### src/hdl/ced_pkg.sv
// Shared types and defaults for the C escape sequence decoder.
// No dependencies; imported by every module of the decoder.
package ced_pkg;

	// Default depth of the queue between the front and back parts
	localparam int QUEUE_DEPTH_DEF = 4;

	// One raw character of a literal body
	typedef struct packed {
		logic [7:0] in_char;
		logic       end_of_string;
	} item_t;

	// One decoded result
	typedef struct packed {
		logic [7:0] out_byte;
		logic       is_error;
		logic       is_last;
	} result_t;

	// Queue entry: the results of one character, first always present
	typedef struct packed {
		logic    two;
		result_t r0;
		result_t r1;
	} entry_t;

	// Front to queue write request
	typedef struct packed {
		logic   push;
		entry_t entry;
	} q_wr_t;

	// Queue status seen by both sides
	typedef struct packed {
		logic full;
		logic empty;
	} q_stat_t;

endpackage

### src/hdl/ced_front.sv
// Front part: accepts characters, runs the escape state machine and
// classifies each character into zero, one or two results. Uses ced_pkg.
module ced_front (
	input  logic              clk,
	input  logic              arst_n,
	input  logic              item_valid,
	input  ced_pkg::item_t    item,
	input  ced_pkg::q_stat_t  q_stat,
	output logic              item_stall,
	output ced_pkg::q_wr_t    q_wr
);
	import ced_pkg::*;

	typedef enum logic [5:0] {
		MODE_PLAIN   = 6'b000001,
		MODE_ESC     = 6'b000010,
		MODE_OCT     = 6'b000100,
		MODE_HEXF    = 6'b001000,
		MODE_HEX     = 6'b010000,
		MODE_DISCARD = 6'b100000
	} mode_t;

	localparam logic [7:0] CH_BSLASH = 8'h5C;
	localparam logic [7:0] CH_X      = 8'h78;

	// Single-character escape lookup: {hit, byte}
	function automatic logic [8:0] single_escape(input logic [7:0] c);
		logic [8:0] r;
		unique case (c)
			8'h6E:   r = {1'b1, 8'd10};  // n
			8'h61:   r = {1'b1, 8'd7};   // a
			8'h76:   r = {1'b1, 8'd11};  // v
			8'h74:   r = {1'b1, 8'd9};   // t
			8'h72:   r = {1'b1, 8'd13};  // r
			8'h5C:   r = {1'b1, 8'd92};  // backslash
			8'h27:   r = {1'b1, 8'd39};  // quote
			8'h22:   r = {1'b1, 8'd34};  // double quote
			8'h62:   r = {1'b1, 8'd8};   // b
			8'h3F:   r = {1'b1, 8'd63};  // question mark
			default: r = 9'd0;
		endcase
		return r;
	endfunction

	// Hex digit lookup: {hit, value}
	function automatic logic [4:0] hex_digit(input logic [7:0] c);
		logic [4:0] r;
		r = 5'd0;
		if (c >= 8'h30 && c <= 8'h39) begin
			r = {1'b1, c[3:0]};
		end else if ((c >= 8'h61 && c <= 8'h66) || (c >= 8'h41 && c <= 8'h46)) begin
			r = {1'b1, c[3:0] + 4'd9};
		end
		return r;
	endfunction

	mode_t      mode_q, mode_d;
	logic [8:0] val_q, val_d;
	logic [1:0] cnt_q, cnt_d;

	logic [7:0] c;
	logic       eos;
	logic       accept;
	logic [8:0] sesc;
	logic [4:0] hexd;
	logic       is_oct;
	logic [8:0] oct_val;
	logic [1:0] cnt_inc;
	logic       emit0, emit1;
	result_t    r0, r1;
	// plain character handling, shared by several modes
	logic       pc_emit;
	result_t    pc_res;
	mode_t      pc_mode;
	// error handling
	result_t    err_res;
	mode_t      err_mode;

	assign c        = item.in_char;
	assign eos      = item.end_of_string;
	assign sesc     = single_escape(c);
	assign hexd     = hex_digit(c);
	assign is_oct   = (c[7:3] == 5'b00110);
	assign oct_val  = {val_q[5:0], 3'b000} + {6'd0, c[2:0]};
	assign cnt_inc  = cnt_q + 2'd1;
	assign err_res  = '{out_byte: 8'd0, is_error: 1'b1, is_last: eos};
	assign err_mode = eos ? MODE_PLAIN : MODE_DISCARD;

	assign item_stall = q_stat.full;
	assign accept     = item_valid && !q_stat.full;

	// Plain text: pass through, or open an escape on backslash
	always_comb begin
		pc_emit = 1'b1;
		pc_res  = '{out_byte: c, is_error: 1'b0, is_last: eos};
		pc_mode = MODE_PLAIN;
		if (c == CH_BSLASH) begin
			if (eos) begin
				pc_res = err_res;
			end else begin
				pc_emit = 1'b0;
				pc_mode = MODE_ESC;
			end
		end
	end

	// Escape state machine: next state and results of this character
	always_comb begin
		mode_d = mode_q;
		val_d  = val_q;
		cnt_d  = cnt_q;
		emit0  = 1'b0;
		emit1  = 1'b0;
		r0     = '0;
		r1     = '0;
		unique case (mode_q)
			MODE_ESC: begin
				if (sesc[8]) begin
					emit0  = 1'b1;
					r0     = '{out_byte: sesc[7:0], is_error: 1'b0, is_last: eos};
					mode_d = MODE_PLAIN;
					val_d  = 9'd0;
					cnt_d  = 2'd0;
				end else if (is_oct) begin
					if (eos) begin
						emit0  = 1'b1;
						r0     = '{out_byte: {5'd0, c[2:0]}, is_error: 1'b0, is_last: 1'b1};
						mode_d = MODE_PLAIN;
						val_d  = 9'd0;
						cnt_d  = 2'd0;
					end else begin
						mode_d = MODE_OCT;
						val_d  = {6'd0, c[2:0]};
						cnt_d  = 2'd1;
					end
				end else if (c == CH_X && !eos) begin
					mode_d = MODE_HEXF;
				end else begin
					emit0  = 1'b1;
					r0     = err_res;
					mode_d = err_mode;
					val_d  = 9'd0;
					cnt_d  = 2'd0;
				end
			end
			MODE_OCT: begin
				if (is_oct) begin
					if (oct_val > 9'd255) begin
						emit0  = 1'b1;
						r0     = err_res;
						mode_d = err_mode;
						val_d  = 9'd0;
						cnt_d  = 2'd0;
					end else if (cnt_inc == 2'd3 || eos) begin
						emit0  = 1'b1;
						r0     = '{out_byte: oct_val[7:0], is_error: 1'b0, is_last: eos};
						mode_d = MODE_PLAIN;
						val_d  = 9'd0;
						cnt_d  = 2'd0;
					end else begin
						val_d = oct_val;
						cnt_d = cnt_inc;
					end
				end else begin
					// pending value, then the character itself
					emit0  = 1'b1;
					r0     = '{out_byte: val_q[7:0], is_error: 1'b0, is_last: 1'b0};
					emit1  = pc_emit;
					r1     = pc_res;
					mode_d = pc_mode;
					val_d  = 9'd0;
					cnt_d  = 2'd0;
				end
			end
			MODE_HEXF: begin
				if (!hexd[4]) begin
					emit0  = 1'b1;
					r0     = err_res;
					mode_d = err_mode;
					val_d  = 9'd0;
					cnt_d  = 2'd0;
				end else if (eos) begin
					emit0  = 1'b1;
					r0     = '{out_byte: {4'd0, hexd[3:0]}, is_error: 1'b0, is_last: 1'b1};
					mode_d = MODE_PLAIN;
					val_d  = 9'd0;
					cnt_d  = 2'd0;
				end else begin
					mode_d = MODE_HEX;
					val_d  = {5'd0, hexd[3:0]};
				end
			end
			MODE_HEX: begin
				emit0  = 1'b1;
				val_d  = 9'd0;
				cnt_d  = 2'd0;
				if (hexd[4]) begin
					r0     = '{out_byte: {val_q[3:0], hexd[3:0]}, is_error: 1'b0,
						is_last: eos};
					mode_d = MODE_PLAIN;
				end else begin
					r0     = '{out_byte: val_q[7:0], is_error: 1'b0, is_last: 1'b0};
					emit1  = pc_emit;
					r1     = pc_res;
					mode_d = pc_mode;
				end
			end
			MODE_DISCARD: begin
				if (eos) begin
					emit0  = 1'b1;
					r0     = err_res;
					mode_d = MODE_PLAIN;
					val_d  = 9'd0;
					cnt_d  = 2'd0;
				end
			end
			default: begin
				emit0  = pc_emit;
				r0     = pc_res;
				mode_d = pc_mode;
				val_d  = 9'd0;
				cnt_d  = 2'd0;
			end
		endcase
	end

	// Write request into the queue
	assign q_wr.push        = accept && emit0;
	assign q_wr.entry.two   = emit1;
	assign q_wr.entry.r0    = r0;
	assign q_wr.entry.r1    = r1;

	// State update on each accepted character
	always_ff @(posedge clk or negedge arst_n) begin
		if (!arst_n) begin
			mode_q <= MODE_PLAIN;
			val_q  <= 9'd0;
			cnt_q  <= 2'd0;
		end else if (accept) begin
			mode_q <= mode_d;
			val_q  <= val_d;
			cnt_q  <= cnt_d;
		end
	end

endmodule

### src/hdl/ced_queue.sv
// Short FIFO of result entries between the front and back parts.
// Uses ced_pkg for the entry and status types.
module ced_queue #(
	parameter int DEPTH = ced_pkg::QUEUE_DEPTH_DEF
) (
	input  logic              clk,
	input  logic              arst_n,
	input  ced_pkg::q_wr_t    q_wr,
	input  logic              pop,
	output ced_pkg::entry_t   head,
	output ced_pkg::q_stat_t  q_stat
);
	import ced_pkg::*;

	localparam int PTR_W = (DEPTH > 1) ? $clog2(DEPTH) : 1;
	localparam int CNT_W = $clog2(DEPTH + 1);
	localparam logic [PTR_W-1:0] LAST_PTR = PTR_W'(DEPTH - 1);
	localparam logic [CNT_W-1:0] FULL_CNT = CNT_W'(DEPTH);

	entry_t           store_q [DEPTH];
	logic [PTR_W-1:0] wr_ptr_q, rd_ptr_q;
	logic [CNT_W-1:0] count_q;
	logic             do_push, do_pop;

	assign q_stat.full  = (count_q == FULL_CNT);
	assign q_stat.empty = (count_q == '0);
	assign do_push      = q_wr.push && !q_stat.full;
	assign do_pop       = pop && !q_stat.empty;
	assign head         = store_q[rd_ptr_q];

	// Entry storage
	always_ff @(posedge clk) begin
		if (do_push) begin
			store_q[wr_ptr_q] <= q_wr.entry;
		end
	end

	// Pointers and fill count
	always_ff @(posedge clk or negedge arst_n) begin
		if (!arst_n) begin
			wr_ptr_q <= '0;
			rd_ptr_q <= '0;
			count_q  <= '0;
		end else begin
			if (do_push) begin
				wr_ptr_q <= (wr_ptr_q == LAST_PTR) ? '0 : wr_ptr_q + PTR_W'(1);
			end
			if (do_pop) begin
				rd_ptr_q <= (rd_ptr_q == LAST_PTR) ? '0 : rd_ptr_q + PTR_W'(1);
			end
			if (do_push && !do_pop) begin
				count_q <= count_q + CNT_W'(1);
			end else if (do_pop && !do_push) begin
				count_q <= count_q - CNT_W'(1);
			end
		end
	end

endmodule

### src/hdl/ced_back.sv
// Back part: drains queue entries one result per cycle, while the output is not stalled, into the
// output register. Uses ced_pkg for the entry, status and result types.
module ced_back (
	input  logic              clk,
	input  logic              arst_n,
	input  ced_pkg::entry_t   head,
	input  ced_pkg::q_stat_t  q_stat,
	output logic              pop,
	output logic              res_valid,
	input  logic              res_stall,
	output ced_pkg::result_t  res
);
	import ced_pkg::*;

	logic    valid_q;
	logic    sel_q;
	result_t res_q;
	logic    load;
	logic    take;

	// Output register may be refilled when empty or being taken
	assign load = !valid_q || !res_stall;
	assign take = load && !q_stat.empty;
	assign pop  = take && (sel_q || !head.two);

	assign res_valid = valid_q;
	assign res       = res_q;

	// Result payload
	always_ff @(posedge clk) begin
		if (take) begin
			res_q <= sel_q ? head.r1 : head.r0;
		end
	end

	// Valid flag and second-result select
	always_ff @(posedge clk or negedge arst_n) begin
		if (!arst_n) begin
			valid_q <= 1'b0;
			sel_q   <= 1'b0;
		end else if (load) begin
			valid_q <= !q_stat.empty;
			if (take) begin
				sel_q <= !sel_q && head.two;
			end
		end
	end

endmodule

### src/hdl/c_escape_sequence_decoder.sv
// C escape sequence decoder: one literal character per request in, decoded bytes out.
// The first result of an accepted character is written into the queue and then into the output
// register before it shows on res.
// Throughput: one character per cycle while the queue is not full; the output register gives one
// result per cycle while res_stall is low, so a character that yields two results takes it twice.
// Reset (arst_n, asynchronous, active low): plain text mode, queue and output empty.
module c_escape_sequence_decoder #(
	parameter int QUEUE_DEPTH = ced_pkg::QUEUE_DEPTH_DEF
) (
	input  logic              clk,
	input  logic              arst_n,
	input  logic              item_valid,
	output logic              item_stall,
	input  ced_pkg::item_t    item,
	output logic              res_valid,
	input  logic              res_stall,
	output ced_pkg::result_t  res
);
	import ced_pkg::*;

	q_wr_t   q_wr;
	q_stat_t q_stat;
	entry_t  head;
	logic    pop;

	// Front: accept and classify
	ced_front u_front (
		.clk        (clk),
		.arst_n     (arst_n),
		.item_valid (item_valid),
		.item       (item),
		.q_stat     (q_stat),
		.item_stall (item_stall),
		.q_wr       (q_wr)
	);

	// Decoupling queue
	ced_queue #(
		.DEPTH (QUEUE_DEPTH)
	) u_queue (
		.clk    (clk),
		.arst_n (arst_n),
		.q_wr   (q_wr),
		.pop    (pop),
		.head   (head),
		.q_stat (q_stat)
	);

	// Back: deliver results
	ced_back u_back (
		.clk       (clk),
		.arst_n    (arst_n),
		.head      (head),
		.q_stat    (q_stat),
		.pop       (pop),
		.res_valid (res_valid),
		.res_stall (res_stall),
		.res       (res)
	);

`ifndef SYNTHESIS
	// The front never requests a write into a full queue
	assert property (@(posedge clk) disable iff (!arst_n)
		q_wr.push |-> !q_stat.full)
		else $error("queue write while full");

	// The last character of a string always produces a closing result
	assert property (@(posedge clk) disable iff (!arst_n)
		(item_valid && !item_stall && item.end_of_string) |-> q_wr.push)
		else $error("end of string without a result");

	// Error results carry a zero byte
	assert property (@(posedge clk) disable iff (!arst_n)
		(res_valid && res.is_error) |-> (res.out_byte == 8'd0))
		else $error("error result with non-zero byte");

	// When all is idle, a pushed entry reaches the output through the queue and then the output register
	assert property (@(posedge clk) disable iff (!arst_n)
		(q_wr.push && q_stat.empty && !res_valid) |=> ##1 res_valid)
		else $error("result not delivered after push");
`endif

endmodule
### config.mk
export PLATFORM = sky130hd
export DESIGN_NAME = c_escape_sequence_decoder
export DESIGN_NICKNAME = d
export VERILOG_FILES = /design/src/hdl/ced_pkg.sv /design/src/hdl/ced_front.sv /design/src/hdl/ced_queue.sv /design/src/hdl/ced_back.sv /design/src/hdl/c_escape_sequence_decoder.sv
export SDC_FILE = /design/constraint.sdc
export NUM_CORES = 1
export LEC_CHECK = 0
export BUFFER_PORTS_ARGS = -buffer_cell sky130_fd_sc_hd__buf_2
export CAP_MARGIN = 20
export CELL_PAD_IN_SITES_DETAIL_PLACEMENT = 1
export CELL_PAD_IN_SITES_GLOBAL_PLACEMENT = 1
export CORE_MARGIN = 2
export CORE_UTILIZATION = 55
export DETAILED_ROUTE_END_ITERATION = 16
export GPL_ROUTABILITY_DRIVEN = 1
export PLACE_DENSITY = 0.94
export SLEW_MARGIN = 10
export SYNTH_ARGS = -nofsm -noshare
export SYNTH_HDL_FRONTEND = slang
export SYNTH_SLANG_ARGS = --single-unit
export TNS_END_PERCENT = 1
### constraint.sdc
create_clock -name clk -period 5.1 [get_ports clk]
set_input_delay 0.765 -clock clk [delete_from_list [all_inputs] [get_ports clk]]
set_output_delay 0.765 -clock clk [all_outputs]
set_load 0.02 [all_outputs]
; Word-level counts from Yosys, hierarchy flattened
; Memories as Yosys holds them, arrays and structs flattened.
; Cells that the tools add are included.
[classes]
n_eq_ne = 24
reduce_logical = 32
mux = 76
add_sub_neg = 7
magnitude_cmp = 7
[ops]
columns = cell, count
row1 = 2-to-1 mux 10 bit, 12
row2 = case mux 9 bit (10 select lines), 1
row3 = 2-to-1 mux 6 bit, 12
row4 = == test 8 x 7 -> 1 bit (second input constant), 8
row5 = 2-to-1 mux 8 bit, 8
row6 = case mux 10 bit (5 select lines), 1
row7 = case mux 8 bit (4 select lines), 1
row8 = case mux 6 bit (5 select lines), 1
row9 = 2-to-1 mux 2 bit, 13
row10 = == test 8 x 6 -> 1 bit (second input constant), 3
row11 = 2-to-1 mux 5 bit, 4
row12 = case mux 10 bit (2 select lines), 1
row13 = >= comparator 8 x 7 -> 1 bit (second input constant), 2
row14 = <= comparator 8 x 7 -> 1 bit (second input constant), 2
row15 = 2-to-1 mux 1 bit, 14
row16 = logical AND 1 bit, 13
row17 = 2-to-1 mux 3 bit, 4
row18 = adder 9 x 3 -> 9 bit, 1
row19 = greater-than comparator 9 x 8 -> 1 bit (second input constant), 1
row20 = zero test 1 bit, 9
row21 = >= comparator 8 x 6 -> 1 bit (second input constant), 1
row22 = <= comparator 8 x 6 -> 1 bit (second input constant), 1
row23 = case mux 2 bit (4 select lines), 1
row24 = adder 2 x 1 -> 2 bit (second input constant), 3
row25 = other kinds (22), 29
[totals]
output_inout_bits = 12
ram_bits = 84
ff_bits = 35
mem_count = 1
[mem_list]
columns = name, words, word_bits, read_ports, rd_ports_with_merged_regs, wr, line
row1 = u_queue.store_q, 4, 21, 1, 0, 1, ced_queue.sv:20  ; entry_t store_q [DEPTH];

; Depth between registers and ports, before layout
; Gate-level depths: netlist of the first run.
[depth]
word_depth = 13
depth_mapped = 13
ltp_nobuf = 13

; Modules after synthesis
; A second synthesis of the first run with hierarchy kept.
[hier_totals]
hier_cells = 448
area_unflattened_um2 = 6005.8
[by_module_without_submodules]
columns = mod, area_per_inst_um2, instances, cells_each
row1 = ced_queue, 3470.8, 1, 147
row2 = ced_front, 1986.9, 1, 272
row3 = ced_back, 548.0, 1, 29

; Least setup slack after synthesis of the first run
; No wires, ideal clock.
[synth_path]
kind = input to register
startpoint = in item[8] (netlist bit)
endpoint = reg u_queue.count_q[1]
path_slack_ns = 1.609
cell_stages = 9
arrival_ns = 3.367
required_time_ns = 4.975
n_path_buf = 0
path_cell_list = or3b_4 > nor4_4 > nor3_1 > or4_1 > o221a_4 > ha_1 > inv_1 > fa_1 > mux2_2
[synth_via]
elab_chain_len = 12
[synth_rtl]
columns = element, line
row1 = "start, declared", c_escape_sequence_decoder.sv:14  ; input ced_pkg::item_t item,
row2 = >= comparator 8 x 7 -> 1 bit or <= comparator 8 x 7 -> 1 bit (tied branches), ced_front.sv:51  ; end else if ((c >= 8'h61 && c <= 8'h66) || (c >= 8'h41 && c <= 8'h46)) begin
row3 = logical AND 1 bit, ced_front.sv:51
row4 = logical OR 1 bit, ced_front.sv:51
row5 = 2-to-1 mux 5 bit, ced_front.sv:51
row6 = 2-to-1 mux 5 bit, ced_front.sv:49  ; if (c >= 8'h30 && c <= 8'h39) begin
row7 = 2-to-1 mux 1 bit, ced_front.sv:176  ; if (!hexd[4]) begin
row8 = case mux 1 bit (5 select lines) (*), ced_front.sv:116  ; unique case (mode_q)
row9 = logical AND 1 bit (*), ced_front.sv:228  ; assign q_wr.push = accept && emit0;
row10 = logical AND 1 bit (*), ced_queue.sv:27  ; assign do_push = q_wr.push && !q_stat.full;
row11 = via u_queue.do_push, ced_queue.sv:23  ; logic do_push, do_pop;
row12 = zero test 1 bit, ced_queue.sv:53  ; end else if (do_pop && !do_push) begin
row13 = logical AND 1 bit, ced_queue.sv:53
row14 = nonzero test 2 bit (no line), n/a
row15 = "end signal, assigned", ced_queue.sv:52  ; count_q <= count_q + CNT_W'(1);
row16 = "end signal, assigned", ced_queue.sv:54  ; count_q <= count_q - CNT_W'(1);
row17 = "end, declared", ced_queue.sv:22  ; logic [CNT_W-1:0] count_q;
; Mark *: on every way through the listed nets, which the timed path passes. The rest lies on a longest branch.
; A chain may end at the register's enable or synchronous reset.

==> impl_results.md, run 1 <==
* Post-Route WL at around 17 mm
* VDD IR max at ~350 uV
* Fmax at 0.2768 GHz
* IO Port Bufs at 24
* Die Height at 107.6 um
* Tot Pwr at 3.543 mW
* Syn_area_per_cell at 12.56 um2
* Top cells by area, synth: edfxtp_1 48%, dfrtp_1 10%, mux4_2 8.0%
* Worst Skew at roughly 12 ps
* Slew Limit Fails at 0
* Grt total ovfl at 0
* Worst skew pair latency at roughly 520 ps
* Commonest cells after routing, fill and taps aside: 94 x edfxtp_1, 69 x nand2_1
* Area leader, netlist: edfxtp_1
* Most used DFF post-synth: edfxtp_1
* Cell Rows at 37
* Netlist Area Pre-Place at between 5000 and 6000 um2
* Vias/cell at between 6 and 7
* Nets@finish at ~520
* Endpoints failing setup at 0
* Initial core utilization at 56.91%
* Post-CTS Hold Buffers at 0
* Final instance area at 6754 um2
* Crit path arrival time at 3800 ps
* Routed Antenna Nets at 0
* Yosys Warn Count at 0
* Placed cell area at 6133 um2
* #FFs+latches synth at approximately 120
* Final core occ at 65.13%
* Mapped Nets at 496
* Synthesized instance count at 470
* Via count at 4351
* Core area at 10370 um2
* CTS Buf Count at 17
* Status: finished clean
* Aggregate global-route resource usage at between 30% and 40%
* End of the critical path: u_queue.store_q[0][13]$_DFFE_PP_
* Share of cells above drive strength 1 at 18.90%
* Final hold violation count at 0
* Routed WL per cell at about 27 um
* Worst setup path startpoint: u_front.mode_q[5]$_DFFE_PN0P_
* Worst relative slew slack at 24.15%
* Lkg Pwr at 2.490 nW
* Critical Path Fanout Max at 8
* TritonRoute pass-1 iters at 6
* Layout overhead on the synthesized area at 14.44%
* Worst hold slack at 250.4 ps
* Max_cap viols at 0
* Required @ worst endpoint at approximately 5300 ps
* First-pass GRT wire length at 26.63 mm
* Seq/Total Area, Yosys at 58.45%
* Ports at 25
* Max clock buf depth at 2
* RR Endpoint: u_queue.store_q[0][13]$_DFFE_PP_
* Worst slew pin tran at 1138 ps
* Antenna Cells at 0
* Reg-to-reg startpoint: u_front.mode_q[5]$_DFFE_PN0P_
* CTS HTree Levels at 4
* Clock root buffer: clkbuf_8
* Fillers at about 1000
* Share of the synthesized area in the top cell type at 47.83%
* Crit end category: register
* Post-route minimum period at between 3000 and 4000 ps
* Post-CTS Setup Bufs at 0
* Clock transition at path regs at 60 ps
* Crit Path Category: register to register
* Post-CTS Resized at 0
* Setup_tns at 0 ps
* Fin crit share at between 70% and 80%
* Cells on worst reg2reg path at 6
* PwrDens at 524.5 nW/um2
* Cell variety after synth at 62
* Number of global-route vias before repair at 4677
* Worst Setup Start Kind: register
* Die Wd at 107.6 um
* CTS tree: done
* Starting DRC count in detailed routing at about 520
* Setup slack, reg-to-reg at 1490 ps
* Commonest non-fill, non-tap cell in the layout: edfxtp_1
* Post-DP HPWL at 10.71 mm
* Initial antenna violation count at 0
* Hold Path Class: input pin to async pin
* Pin count of the biggest net entering global routing at 26
* RD Place Congestion at 0.9618
* Residual DRC at 0
* RSZ-0062 raised after global routing: false
* FFs w/ async S/R, synth at 21.01%
* Number of synthesized flops with an enable pin at 94
* Sink Count at approximately 120
* DIE AREA at 11580 um2
## through the flow
| step | instances | setup WS (ps) |
|---|---|---|
| 4_1_cts | 642 | 1576 |
| 5_1_grt | 644 | 1355 |
| 6_report | 644 | 1487 |
| 2_1_floorplan | 470 | 1609 |
| 3_3_place_gp | 610 | 1200 |
| 3_5_place_dp | 610 | 1094 |
## cell usage after synthesis (5+ instances only)
cell type and count:
nand3_1 10, o21ai_0 24, nor3_1 11, a31oi_1 7
ha_1 12, mux4_2 21, inv_1 14, edfxtp_1 94
dfrtp_1 24, and3_1 13, and2_1 7, o31ai_1 5
nand3b_1 8, a22oi_1 6, a21oi_1 13, nand2_1 69
clkbuf_1 20, o211ai_1 5, nor2_1 24
## cell type report
type / instances / area [um2] / share of cell area [%]
Clock inverter: 13 / 156.4 / 2.316
Clock buffer: 19 / 421.7 / 6.243
Timing Repair Buffer: 31 / 200.2 / 2.964
Inverter: 15 / 56.30 / 0.8336
Tap cell: 136 / 170.2 / 2.519
Sequential cell: 119 / 3450 / 51.07
Multi-Input combinational cell: 311 / 2300 / 34.05
## how the worst min path moves through the flow
stage	from	to	slack, ps	cells past startpoint
5_1_grt	arst_n	u_front.val_q[1]$_DFFE_PN0P_	280	1
3_5_place_dp	u_front.val_q[7]$_DFFE_PN0P_	u_front.val_q[7]$_DFFE_PN0P_	500	2
6_report	arst_n	u_front.val_q[2]$_DFFE_PN0P_	250	1
4_1_cts	arst_n	u_front.val_q[2]$_DFFE_PN0P_	260	1
3_3_place_gp	u_queue.count_q[2]$_DFFE_PN0P_	u_queue.count_q[2]$_DFFE_PN0P_	470	1
2_1_floorplan	u_front.val_q[6]$_DFFE_PN0P_	u_front.val_q[6]$_DFFE_PN0P_	450	2
## sequential cells by signal, summed over array words and instances (netlist names)
register,flops
u_front.mode_q,6
u_back.res_valid,1
u_back.res,10
u_queue.count_q,3
u_queue.wr_ptr_q,2
u_queue.rd_ptr_q,2
u_front.cnt_q,2
u_front.val_q,8
u_queue.store_q,84
u_back.sel_q,1
## worst max-delay path, stage by stage, from the launching register on
cell and delay (ps):
dfrtp_1 470, nor4_1 700, nand3b_1 390, nor4b_2 710, a21o_1 210, a31oi_1 60, o21ai_0 740
## metal layers
metal	up-vias	global-route usage (%)	share of wire, %	wire, um
met5	-	0	0	0
met4	0	12.73	3.1	538
met3	55	6.356	6.1	1060
met2	231	53.01	51	8832
met1	2205	40.16	40	6863
li1	1860	-	-	-
## where the power goes
group,internal (mW),total (mW),switching [mW]
registers,1.31,1.45,0.149
clock network,0.740,1.18,0.440
logic,0.387,0.908,0.521
## cells by family (layout without fill, tap and decap cells)
kind of cell	count (synthesis)	after routing	synth area share [%]
flip-flops	119	119	58.45
AND/OR/NAND/NOR	173	173	15.16
AO/OA/AOI/OAI	93	93	10.90
adder cells (fa/ha/maj)	13	13	2.883
buffers and inverters	40	78	2.586
XOR/XNOR	5	5	0.7420
multiplexers	27	27	9.285
Power figures use the tool's default switching activity.
==> inputs of run 2 (changes only) <==
Settings changed: ABC_AREA from default to 1, CORE_UTILIZATION 55 to 48, PLACE_DENSITY 0.94 to 0.89.
Clock period 5.1 ns to 3.75 ns, I/O delays scaled along.
==> run 2 against run 1 <==
- first-iteration DRC count shrank 25%
- clock-buffer cell count fell by 2
- clock skew is 2.9 ps lower
- utilization decreased by 8.7 points
- worst setup slack lost 1200 ps
- area after synthesis increased by 4.9%
- critical endpoint is now u_queue.count_q[2]$_DFFE_PN0P_
- highest routed layer unchanged
==> impl_results.md, run 2 <==
* Status: finished clean (unchanged)
* Worst hold slack at 186.3 ps (was 250.4 ps)
* CTS tree: done (unchanged)
* Grt total ovfl at 0 (unchanged)
* Number of synthesized flops with an enable pin at 94 (unchanged)
* Worst Setup Start Kind: register (unchanged)
* Top cells by count, synth: 141 x nor2_1, 128 x nand2_1, 94 x edfxtp_1 (was 94 x edfxtp_1, 69 x nand2_1, 24 x dfrtp_1, 24 x nor2_1, 24 x o21ai_0)
* Top sig layer: met4 (unchanged)
* Clock transition at path regs at 60 ps (about the same)
* Post-route minimum period at 3483 ps (was 3613 ps)
* Core area at 12620 um2 (was 10370 um2)
* Fmax at 0.2871 GHz (was 0.2768 GHz)
* Post-DP HPWL at 13.02 mm (was 10.71 mm)
* Slew Limit Fails at 0 (unchanged)
* Endpoints failing setup at 0 (unchanged)
* Worst slew pin tran at 784.0 ps (was 1138 ps)
* Final instance area at 7119 um2 (was 6754 um2)
* Fin crit share at 92.88% (was 70.84%)
* Post-CTS Setup Bufs at 0 (unchanged)
* Required @ worst endpoint at 4040 ps (was 5290 ps)
* Share of cells above drive strength 1 at 13.65% (was 18.90%)
* VDD IR max at 353.9 uV (was 349.9 uV)
* Via count at 5186 (was 4351)
* Syn_area_per_cell at 8.908 um2 (was 12.56 um2)
* Netlist Area Pre-Place at 6191 um2 (was 5902 um2)
* RSZ-0062 raised after global routing: false (unchanged)
* Post-Route WL at 19.30 mm (was 17.29 mm)
* Lkg Pwr at 2.910 nW (was 2.490 nW)
* Synthesized instance count at 695 (was 470)
* #FFs+latches synth at 119 (unchanged)
* Post-CTS Resized at 0 (unchanged)
* Yosys Warn Count at 0 (unchanged)
* Number of global-route vias before repair at 5732 (was 4677)
* Routed WL per cell at 21.16 um (was 26.85 um)
* Initial antenna violation count at 0 (unchanged)
* CTS Buf Count at 17 (unchanged)
* CTS HTree Levels at 4 (unchanged)
* Worst relative slew slack at 47.18% (was 24.15%)
* Sink Count at 119 (unchanged)
* Commonest cells after routing, fill and taps aside: 137 x nor2_1, 128 x nand2_1, 94 x edfxtp_1 (was 94 x edfxtp_1, 69 x nand2_1)
* Routed Antenna Nets at 0 (unchanged)
* Seq/Total Area, Yosys at 55.72% (was 58.45%)
* TritonRoute pass-1 iters at 4 (was 6)
* Crit Path Category: register to register (unchanged)
* Crit end category: register (unchanged)
* Antenna Cells at 0 (unchanged)
* Layout overhead on the synthesized area at 15.00% (was 14.44%)
* Placed cell area at 6515 um2 (was 6133 um2)
* Cell Rows at 41 (was 37)
* Critical Path Fanout Max at 8 (unchanged)
* Mapped Nets at 721 (was 496)
* Final hold violation count at 0 (unchanged)
* Nets@finish at 753 (was 521)
* Vias/cell at 5.686 (was 6.756)
* Worst Skew at 9.400 ps (was 12.30 ps)
* PwrDens at 705.4 nW/um2 (was 524.5 nW/um2)
* DIE AREA at 13820 um2 (was 11580 um2)
* Max_cap viols at 0 (unchanged)
* Area leader, netlist: edfxtp_1 (unchanged)
* Crit path arrival time at 3780 ps (was 3800 ps)
* Ports at 25 (unchanged)
* Die Wd at 117.6 um (was 107.6 um)
* Largest Register: u_queue.store_q (unchanged)
* RD Place Congestion at 0.9107 (was 0.9618)
* First-pass GRT wire length at 30.71 mm (was 26.63 mm)
* Cell variety after synth at 40 (was 62)
* Met3 routed WL at 755 um (was 1.060 mm)
* Starting DRC count in detailed routing at 393 (was 521)
* Aggregate global-route resource usage at 28.94% (was 31.52%)
* Residual DRC at 0 (unchanged)
* Pin count of the biggest net entering global routing at 42 (was 26)
* Number of flip-flops in the largest register at 84 (unchanged)
* Share of the synthesized area in the top cell type at 45.59% (was 47.83%)
* Clock root buffer: clkbuf_16 (was clkbuf_8)
* Commonest non-fill, non-tap cell in the layout: nor2_1 (was edfxtp_1)
* Worst skew pair latency at 420 ps (was 520 ps)
* Die Height at 117.6 um (was 107.6 um)
* Most used DFF post-synth: edfxtp_1 (unchanged)
* FFs w/ async S/R, synth at 21.01% (unchanged)
* Wl on met1 at 7.782 mm (was 6.863 mm)
* Top cells by area, synth: edfxtp_1 46%, dfrtp_1 9.7%, nor2_1 8.5% (was edfxtp_1 48%, dfrtp_1 10%, mux4_2 8.0%)
* Initial core utilization at 49.06% (was 56.91%)
* Hold Path Class: input pin to async pin (unchanged)
* Metal2 WL at 10.05 mm (was 8.832 mm)
* Max clock buf depth at 2 (unchanged)
* Count leader, synth: nor2_1 (was edfxtp_1)
* Post-CTS Hold Buffers at 0 (unchanged)
* IO Port Bufs at 24 (unchanged)
* Fillers at 1499 (was 1014)
* Setup_tns at 0 ps (unchanged)
-- run 2: through the flow --
stage | util, % | power, mW | std cells | setup slack, ps
floorplan | - | 2.821 | 695 | 838.1
global placement | 51.63 | 3.192 | 880 | 461.4
detailed placement | 51.63 | 3.321 | 880 | 276.3
CTS | 56.41 | 5.041 | 912 | 355.3
global route | 56.41 | 5.252 | 912 | 99.87
finish | 56.41 | 5.022 | 912 | 267.1
-- run 2: kinds of logic (layout without fill, tap and decap cells) --
| group | after synthesis | in the layout | synth area share, % |
|---|---|---|---|
| DFF | 119 | 119 | 55.72 |
| AOI/OAI and AO/OA | 114 | 114 | 10.33 |
| xor gates and xnor gates | 3 | 3 | 0.4245 |
| and+or+nand+nor | 354 | 354 | 24.86 |
| muxes | 1 | 1 | 0.1819 |
| buffers and inverters | 91 | 136 | 5.740 |
| adders and majority gates | 13 | 13 | 2.749 |
-- run 2: where the power goes --
part / switching (mW) / total, mW / internal (mW)
logic: 0.992 / 1.41 / 0.423
clock network: 0.621 / 1.67 / 1.04
registers: 0.167 / 1.94 / 1.77
total: 1.78 / 5.02 / 3.24
-- run 2: area by class of cell --
class                   instances  area, um2  area share, %
inverters                      71      266.5          3.743
multi-input cells             485       2396          33.66
flip-flops and latches        119       3450          48.45
well taps                     172      215.2          3.023
clock buffers                  17      425.4          5.975
repair buffers                 33      187.7          2.636
clock inverters                15      178.9          2.513
-- run 2: path summary, 6_finish.rpt --
check | slack (ps) | depth (start not counted) | startpoint | to
max | 270 | 15 | u_front.mode_q[5]$_DFFE_PN0P_ | u_queue.count_q[2]$_DFFE_PN0P_
min | 190 | 1 | arst_n | u_queue.rd_ptr_q[1]$_DFFE_PN0P_
max reg2reg | 270 | 15 | u_front.mode_q[5]$_DFFE_PN0P_ | u_queue.count_q[2]$_DFFE_PN0P_
min reg2reg | 490 | 2 | u_front.mode_q[0]$_DFFE_PN1P_ | u_front.mode_q[0]$_DFFE_PN1P_
max in group asynchronous | 3090 | 1 | arst_n | u_front.val_q[1]$_DFFE_PN0P_
min in group clk | 390 | 3 | res_stall | u_back.res_valid$_DFFE_PN0N_
-- run 2: per-layer routing --
layer  vias up  global-route usage [%]
met3        48                   5.572
met4         0                   13.93
met2       145                   51.35
li1       2426                       -
met5         -                       0
met1      2567                   33.64
-- run 2: critical path, cell delays in order (launching register included) --
cell     delay [ps]
dfrtp_1         400
nor2_1          290
nand3_1         400
nand2_1         200
nor2_1           90
nand2_2         200
nor2_2           80
nor2_1          220
nand2_2         180
inv_1           110
ha_1            160
inv_1            90
fa_1            430
a21oi_1         190
o21ai_0         150
xor2_1          170
